[config.mk]
export PLATFORM = sky130hd
export DESIGN_NAME = rlbt_sequencer
export DESIGN_NICKNAME = d
export VERILOG_FILES = /design/src/design/rlbt_pkg.sv /design/src/design/rlbt_sequencer.sv
export SDC_FILE = /design/constraint.sdc
export NUM_CORES = 1
export LEC_CHECK = 0
export BUFFER_PORTS_ARGS = -buffer_cell sky130_fd_sc_hd__buf_2
export CAP_MARGIN = 25
export CORE_ASPECT_RATIO = 0.8
export CORE_MARGIN = 3
export CORE_UTILIZATION = 40
export CTS_CLUSTER_SIZE = 40
export DETAILED_ROUTE_END_ITERATION = 10
export SYNTH_ARGS = -nofsm -noshare
export SYNTH_HDL_FRONTEND = slang
export SYNTH_SLANG_ARGS = --single-unit
[constraint.sdc]
create_clock -name clk_i -period 2.6 [get_ports clk_i]
set_input_delay 0.13 -clock clk_i [delete_from_list [all_inputs] [get_ports clk_i]]
set_output_delay 0.13 -clock clk_i [all_outputs]
set_load 0.05 [all_outputs]
[src/design/rlbt_pkg.sv]
// Shared types, constants and microcode ROM of the raster line, box and triangle plotter.
`timescale 1ns / 1ps

package rlbt_pkg;

  localparam int unsigned MaxColumns = 64;
  localparam int unsigned MaxRows    = 64;

  localparam int unsigned CoordInW = 11;
  localparam int unsigned SizeW    = 10;
  localparam int unsigned CoordW   = 13;
  localparam int unsigned CfgW     = 7;
  localparam int unsigned CfgIdxW  = 2;
  localparam int unsigned RowBitsW = 64;
  localparam int unsigned PcW      = 6;

  localparam logic [CfgW-1:0] ColumnsReset = 7'd64;
  localparam logic [CfgW-1:0] RowsReset    = 7'd64;

  localparam logic [CfgIdxW-1:0] CFG_COLUMNS = 2'd0;
  localparam logic [CfgIdxW-1:0] CFG_ROWS    = 2'd1;

  typedef enum logic [1:0] {
    CMD_LINE     = 2'd0,
    CMD_SQUARE   = 2'd1,
    CMD_TRIANGLE = 2'd2,
    CMD_READ     = 2'd3
  } cmd_e;

  typedef enum logic [2:0] {
    OP_NOP      = 3'd0,
    OP_SEG      = 3'd1,
    OP_CHK      = 3'd2,
    OP_RD       = 3'd3,
    OP_WR       = 3'd4,
    OP_ROWRD    = 3'd5,
    OP_DONE     = 3'd6,
    OP_DONE_ROW = 3'd7
  } op_e;

  typedef enum logic [2:0] {
    SEG_LINE   = 3'd0,
    SEG_TOP    = 3'd1,
    SEG_LEFT   = 3'd2,
    SEG_RIGHT  = 3'd3,
    SEG_BOTTOM = 3'd4,
    SEG_LEG_H  = 3'd5,
    SEG_LEG_V  = 3'd6,
    SEG_HYP    = 3'd7
  } seg_e;

  typedef struct packed {
    op_e            op;
    seg_e           seg;
    logic           chk;
    logic [PcW-1:0] tgt;
  } uword_t;

  typedef struct packed {
    op_e  op;
    seg_e seg;
    logic chk;
  } ctrl_t;

  typedef struct packed {
    logic pass;
    logic more;
  } stat_t;

  // program entry and exit points
  localparam logic [PcW-1:0] UC_LINE      = 6'd0;
  localparam logic [PcW-1:0] UC_LINE_END  = 6'd4;
  localparam logic [PcW-1:0] UC_SQUARE    = 6'd5;
  localparam logic [PcW-1:0] UC_SQ_END    = 6'd21;
  localparam logic [PcW-1:0] UC_TRIANGLE  = 6'd22;
  localparam logic [PcW-1:0] UC_TRI_LEG_V = 6'd26;
  localparam logic [PcW-1:0] UC_TRI_HYP   = 6'd30;
  localparam logic [PcW-1:0] UC_TRI_END   = 6'd34;
  localparam logic [PcW-1:0] UC_READ      = 6'd35;
  localparam logic [PcW-1:0] UC_LAST      = 6'd36;

  function automatic uword_t uw(input op_e op, input seg_e seg, input logic chk,
                                input logic [PcW-1:0] tgt);
    uword_t w;
    w.op  = op;
    w.seg = seg;
    w.chk = chk;
    w.tgt = tgt;
    return w;
  endfunction

  function automatic logic [PcW-1:0] rlbt_entry(input cmd_e cmd);
    logic [PcW-1:0] pc;
    unique case (cmd)
      CMD_LINE:     pc = UC_LINE;
      CMD_SQUARE:   pc = UC_SQUARE;
      CMD_TRIANGLE: pc = UC_TRIANGLE;
      CMD_READ:     pc = UC_READ;
      default:      pc = UC_LINE;
    endcase
    return pc;
  endfunction

  function automatic uword_t rlbt_ucode(input logic [PcW-1:0] pc);
    uword_t w;
    unique case (pc)
      // line
      6'd0:  w = uw(OP_SEG, SEG_LINE, 1'b0, '0);
      6'd1:  w = uw(OP_CHK, SEG_LINE, 1'b1, UC_LINE_END);
      6'd2:  w = uw(OP_RD, SEG_LINE, 1'b0, '0);
      6'd3:  w = uw(OP_WR, SEG_LINE, 1'b0, 6'd2);
      6'd4:  w = uw(OP_DONE, SEG_LINE, 1'b0, '0);
      // square: top, left, right, bottom
      6'd5:  w = uw(OP_SEG, SEG_TOP, 1'b0, '0);
      6'd6:  w = uw(OP_CHK, SEG_TOP, 1'b1, UC_SQ_END);
      6'd7:  w = uw(OP_RD, SEG_TOP, 1'b0, '0);
      6'd8:  w = uw(OP_WR, SEG_TOP, 1'b0, 6'd7);
      6'd9:  w = uw(OP_SEG, SEG_LEFT, 1'b0, '0);
      6'd10: w = uw(OP_CHK, SEG_LEFT, 1'b1, UC_SQ_END);
      6'd11: w = uw(OP_RD, SEG_LEFT, 1'b0, '0);
      6'd12: w = uw(OP_WR, SEG_LEFT, 1'b0, 6'd11);
      6'd13: w = uw(OP_SEG, SEG_RIGHT, 1'b0, '0);
      6'd14: w = uw(OP_CHK, SEG_RIGHT, 1'b1, UC_SQ_END);
      6'd15: w = uw(OP_RD, SEG_RIGHT, 1'b0, '0);
      6'd16: w = uw(OP_WR, SEG_RIGHT, 1'b0, 6'd15);
      6'd17: w = uw(OP_SEG, SEG_BOTTOM, 1'b0, '0);
      6'd18: w = uw(OP_CHK, SEG_BOTTOM, 1'b1, UC_SQ_END);
      6'd19: w = uw(OP_RD, SEG_BOTTOM, 1'b0, '0);
      6'd20: w = uw(OP_WR, SEG_BOTTOM, 1'b0, 6'd19);
      6'd21: w = uw(OP_DONE, SEG_LINE, 1'b0, '0);
      // triangle: legs unchecked, hypotenuse sets the result
      6'd22: w = uw(OP_SEG, SEG_LEG_H, 1'b0, '0);
      6'd23: w = uw(OP_CHK, SEG_LEG_H, 1'b0, UC_TRI_LEG_V);
      6'd24: w = uw(OP_RD, SEG_LEG_H, 1'b0, '0);
      6'd25: w = uw(OP_WR, SEG_LEG_H, 1'b0, 6'd24);
      6'd26: w = uw(OP_SEG, SEG_LEG_V, 1'b0, '0);
      6'd27: w = uw(OP_CHK, SEG_LEG_V, 1'b0, UC_TRI_HYP);
      6'd28: w = uw(OP_RD, SEG_LEG_V, 1'b0, '0);
      6'd29: w = uw(OP_WR, SEG_LEG_V, 1'b0, 6'd28);
      6'd30: w = uw(OP_SEG, SEG_HYP, 1'b0, '0);
      6'd31: w = uw(OP_CHK, SEG_HYP, 1'b1, UC_TRI_END);
      6'd32: w = uw(OP_RD, SEG_HYP, 1'b0, '0);
      6'd33: w = uw(OP_WR, SEG_HYP, 1'b0, 6'd32);
      6'd34: w = uw(OP_DONE, SEG_LINE, 1'b0, '0);
      // read row
      6'd35: w = uw(OP_ROWRD, SEG_LINE, 1'b0, '0);
      6'd36: w = uw(OP_DONE_ROW, SEG_LINE, 1'b0, '0);
      default: w = uw(OP_DONE, SEG_LINE, 1'b0, '0);
    endcase
    return w;
  endfunction

endpackage

[src/design/rlbt_sequencer.sv]
// Microcode sequencer: step counter, control ROM and conditional jumps.
`timescale 1ns / 1ps

module rlbt_sequencer (
  input  logic            clk_i,
  input  logic            rst_ni,
  input  logic            in_fire_i,
  input  rlbt_pkg::cmd_e  cmd_i,
  input  rlbt_pkg::stat_t stat_i,
  input  logic            out_free_i,
  output logic            busy_o,
  output logic            fin_o,
  output rlbt_pkg::ctrl_t ctrl_o
);
  import rlbt_pkg::*;

  logic           busy_q, busy_d;
  logic [PcW-1:0] pc_q, pc_d;
  uword_t         uw_cur;

  assign uw_cur = rlbt_ucode(pc_q);
  assign busy_o = busy_q;
  assign fin_o  = busy_q && (uw_cur.op == OP_DONE || uw_cur.op == OP_DONE_ROW) && out_free_i;

  always_comb begin
    ctrl_o.op  = busy_q ? uw_cur.op : OP_NOP;
    ctrl_o.seg = uw_cur.seg;
    ctrl_o.chk = uw_cur.chk;
  end

  always_comb begin
    pc_d   = pc_q;
    busy_d = busy_q;
    if (!busy_q) begin
      if (in_fire_i) begin
        pc_d   = rlbt_entry(cmd_i);
        busy_d = 1'b1;
      end
    end else begin
      unique case (uw_cur.op)
        OP_CHK: pc_d = stat_i.pass ? pc_q + PcW'(1) : uw_cur.tgt;
        OP_WR:  pc_d = stat_i.more ? uw_cur.tgt : pc_q + PcW'(1);
        OP_DONE, OP_DONE_ROW: begin
          if (out_free_i) busy_d = 1'b0;
        end
        default: pc_d = pc_q + PcW'(1);
      endcase
    end
  end

  always_ff @(posedge clk_i or negedge rst_ni) begin
    if (!rst_ni) begin
      busy_q <= 1'b0;
      pc_q   <= '0;
    end else begin
      busy_q <= busy_d;
      pc_q   <= pc_d;
    end
  end

`ifndef SYNTH
  a_fire_idle: assert property (@(posedge clk_i) disable iff (!rst_ni)
    in_fire_i |-> !busy_q) else $error("transfer taken while busy");
  a_pc_range: assert property (@(posedge clk_i) disable iff (!rst_ni)
    busy_q |-> (pc_q <= UC_LAST)) else $error("step counter out of program");
  a_fin_idle: assert property (@(posedge clk_i) disable iff (!rst_ni)
    fin_o |=> !busy_q) else $error("still busy after result");
`endif

endmodule

==> flow_summary_export.csv <==
group,metric,value,unit
outcome,status,"complete, no violations",
cells_and_area,multi_input_area,1150,µm²
min_path,holdCritStartpoint,"out_free_i",
global_routing,track_usage,20.0,%
floorplan,ioPinCount,17,
cells_and_area,syn_to_final_growth,23.5,%
global_routing,grt_pass1_wl,6820,µm
synth,async_flop_share,100,%
setup_path,worst_r2r_path_depth,9,
cts,cts_tree,"built",
cts,clock_insertion_delay_worst_skew,0.23,ns
sta,fin_skew,0.00307,ns
synth,syn_area,1400,µm²
cells_and_area,fin_area,1730,µm²
placed_design,numPortBuffers,16,
cts,path_clk_slew,0.04,ns
cells_and_area,finalNetCount,252,
sta,worstMarginPinSlew,0.544,ns
sta,finalCritPeriodShare,95.5,%
synth,yosys-top-cells-area,"ha_1 (17%), dfrtp_1 (13%), o21ai_0 (5.7%)",
drt,wl_per_cell,15.8,µm
sta,min_period,2.48,ns
floorplan,die_x,72.1,µm
placed_design,routabilityCongestion,0.861,
min_path,hold_depth,3,
floorplan,die_y,58.9,µm
cells_and_area,final_cell_mix,"buf_4 (21), nor2_1 (20), ha_1 (18), buf_2 (16)",
global_routing,overflow,0,
cts,cts_buffer_depth,2,
setup_path,regToRegStartpoint,"pc_q[0]$_DFFE_PN0P_",
setup_path,startpoint_type,"register",
cts,clock-sinks,7,
synth,synth_top_area_cell,"ha_1",
setup_path,regToRegSetupSlack,0.12,ns
floorplan,die_area,4250,µm²
sta,timing.fmax,403,MHz
setup_path,worstSetupPathType,"register to register",
sta,maxSlewViolCount,0,
synth,synth_top_area_share,17.0,%
synth,synth_cell_types,47,
cts,cts_max_level,1,
setup_path,critPathRequiredTime,2.75,ns
setup_path,r2r_end,"pc_q[5]$_DFFE_PN0P_",
synth,syn_inst,193,
min_path,holdPathEnd,"busy_o$_DFF_PN0_",
synth,synth_fp_nets,220,
synth,synthFlopType,"dfrtp_1",
drt,ant_nets,0,
global_routing,grt_pass1_vias,1351,
min_path,min_path_type,"input port to register",
floorplan,start_util,43.5,%
cells_and_area,drive_above_1_share,24.6,%
setup_path,cpMaxStageDelayCell,"dfrtp_1",
cells_and_area,regArea,175,µm²
drt,via_count,1562,
synth,ys_warn_count,0,
global_routing,antenna_found_initial,0,
sta,setup_violations,0,
drt,vias_per_cell,5.92,
cells_and_area,fillers,316,
floorplan,coreArea,3220,µm²
placed_design,dp.final_hpwl,3250,µm
setup_path,cp.arrival,2.63,ns
synth,synth_seq_cells,7,
setup_path,crit_fanout,6,
cells_and_area,diodes,0,
sta,hold_viol_final,0,
drt,drt_wl_total,4160,µm
drt,drt_iter0_drc,154,
placed_design,placed_cell_area,1640,µm²
setup_path,max_stage_delay,0.41,ns
synth,syn_avg_cell_area,7.25,µm²
drt,drt_pre_antenna_iters,5,
cts,numCtsBuffers,3,
job,cap_violations,0,
synth,synth-edff-count,0,
sta,maxSlewHeadroom,62.8,%
setup_path,crit_chain,"inv_1, ha_4, nor2b_1, o311ai_1, o211a_1, nor2_1, a32oi_4, mux2_2, o221ai_2",
cts,cts_root_buf,"clkbuf_8",
floorplan,rows,18,
global_routing,grt_start_max_net_pins,31,
cells_and_area,layout_commonest_cell,"buf_4",
setup_path,end_kind,"register",
synth,ys_seq_area_share,12.5,%
drt,drcViolationCount,0,
metrics by stage:
stage	worst slack, ns	utilization (%)	hold WS, ns	std cells	setup TNS (ns)
2_1_floorplan	0.0134	-	-0.166	193	0
3_3_place_gp	0.0110	50.9	-0.0258	257	0
3_5_place_dp	0.0509	50.9	-0.0239	257	0
4_1_cts	0.00570	52.6	0.209	262	0
5_1_grt	-0.00937	53.7	0.233	264	-0.00937
6_report	0.118	53.7	0.214	264	0
area by class of cell:
| class | instances | area share [%] |
|---|---|---|
| Clock buffer | 4 | 2.60 |
| Inverter | 12 | 2.60 |
| Multi-Input combinational cell | 162 | 66.3 |
| Sequential cell | 7 | 10.1 |
| Tap cell | 40 | 2.89 |
| Timing Repair Buffer | 39 | 15.5 |
timing repair:
| action | in CTS | in global routing |
|---|---|---|
| gates resized for setup | 0 | 5 |
| hold buffers | 1 | 0 |
| buffers inserted | 0 | 2 |
| endpoints found under the hold margin | 7 | 0 |
| endpoints found under the setup margin | 0 | 5 |
synth_stat cells, types with 5 or more instances:
cell type,n
nor2_1,20
ha_1,19
o21ai_0,16
a21oi_1,15
nand2_1,13
inv_1,12
nand3_1,9
dfrtp_1,7
nand2b_1,6
and2_1,5
buf_2,5
worst max-delay path: cells and delay by family (launching register included):
family	cells	cell delay (ns)
simple gates	2	0.26
buf+inv	1	0.11
compound gates	4	0.99
fa+ha+maj	1	0.26
flops	1	0.41
mux	1	0.38
how the worst max path moves through the flow:
stage               slack [ns]                  end                start  cells after the start
finish                    0.12  pc_q[5]$_DFFE_PN0P_  pc_q[0]$_DFFE_PN0P_                      9
global route            -0.009  pc_q[1]$_DFFE_PN0P_  pc_q[0]$_DFFE_PN0P_                     10
CTS                      0.006  pc_q[5]$_DFFE_PN0P_  pc_q[1]$_DFFE_PN0P_                     10
detailed placement        0.05  pc_q[5]$_DFFE_PN0P_  pc_q[1]$_DFFE_PN0P_                     10
global placement          0.01  pc_q[5]$_DFFE_PN0P_  pc_q[1]$_DFFE_PN0P_                     10
floorplan                 0.01  pc_q[5]$_DFFE_PN0P_  pc_q[0]$_DFFE_PN0P_                     10
sequential cells by signal, summed over array words and instances, names as in the netlist:
name,flops
pc_q,6
busy_o,1
cells by family after synthesis:
logic type	Yosys count	share of synthesized area (%)
DFF	7	12.5
buffers and inverters	24	7.42
and+or+nand+nor	74	27.3
xor gates and xnor gates	2	1.25
AOI/OAI and AO/OA	61	29.8
adders and majority gates	19	17.0
muxes	6	4.83
routing by layer:
metal | vias up | part of all wire [%] | global-route usage (%)
met2 | 62 | 44 | 29.2
met4 | 0 | 0.55 | 2.68
met5 | - | 0 | 0
met1 | 728 | 48 | 31.1
met3 | 4 | 7.6 | 3.41
li1 | 768 | - | -
Power is not shown: default switching activity piles up to over one toggle a cycle in this logic, so the estimate is an artifact.
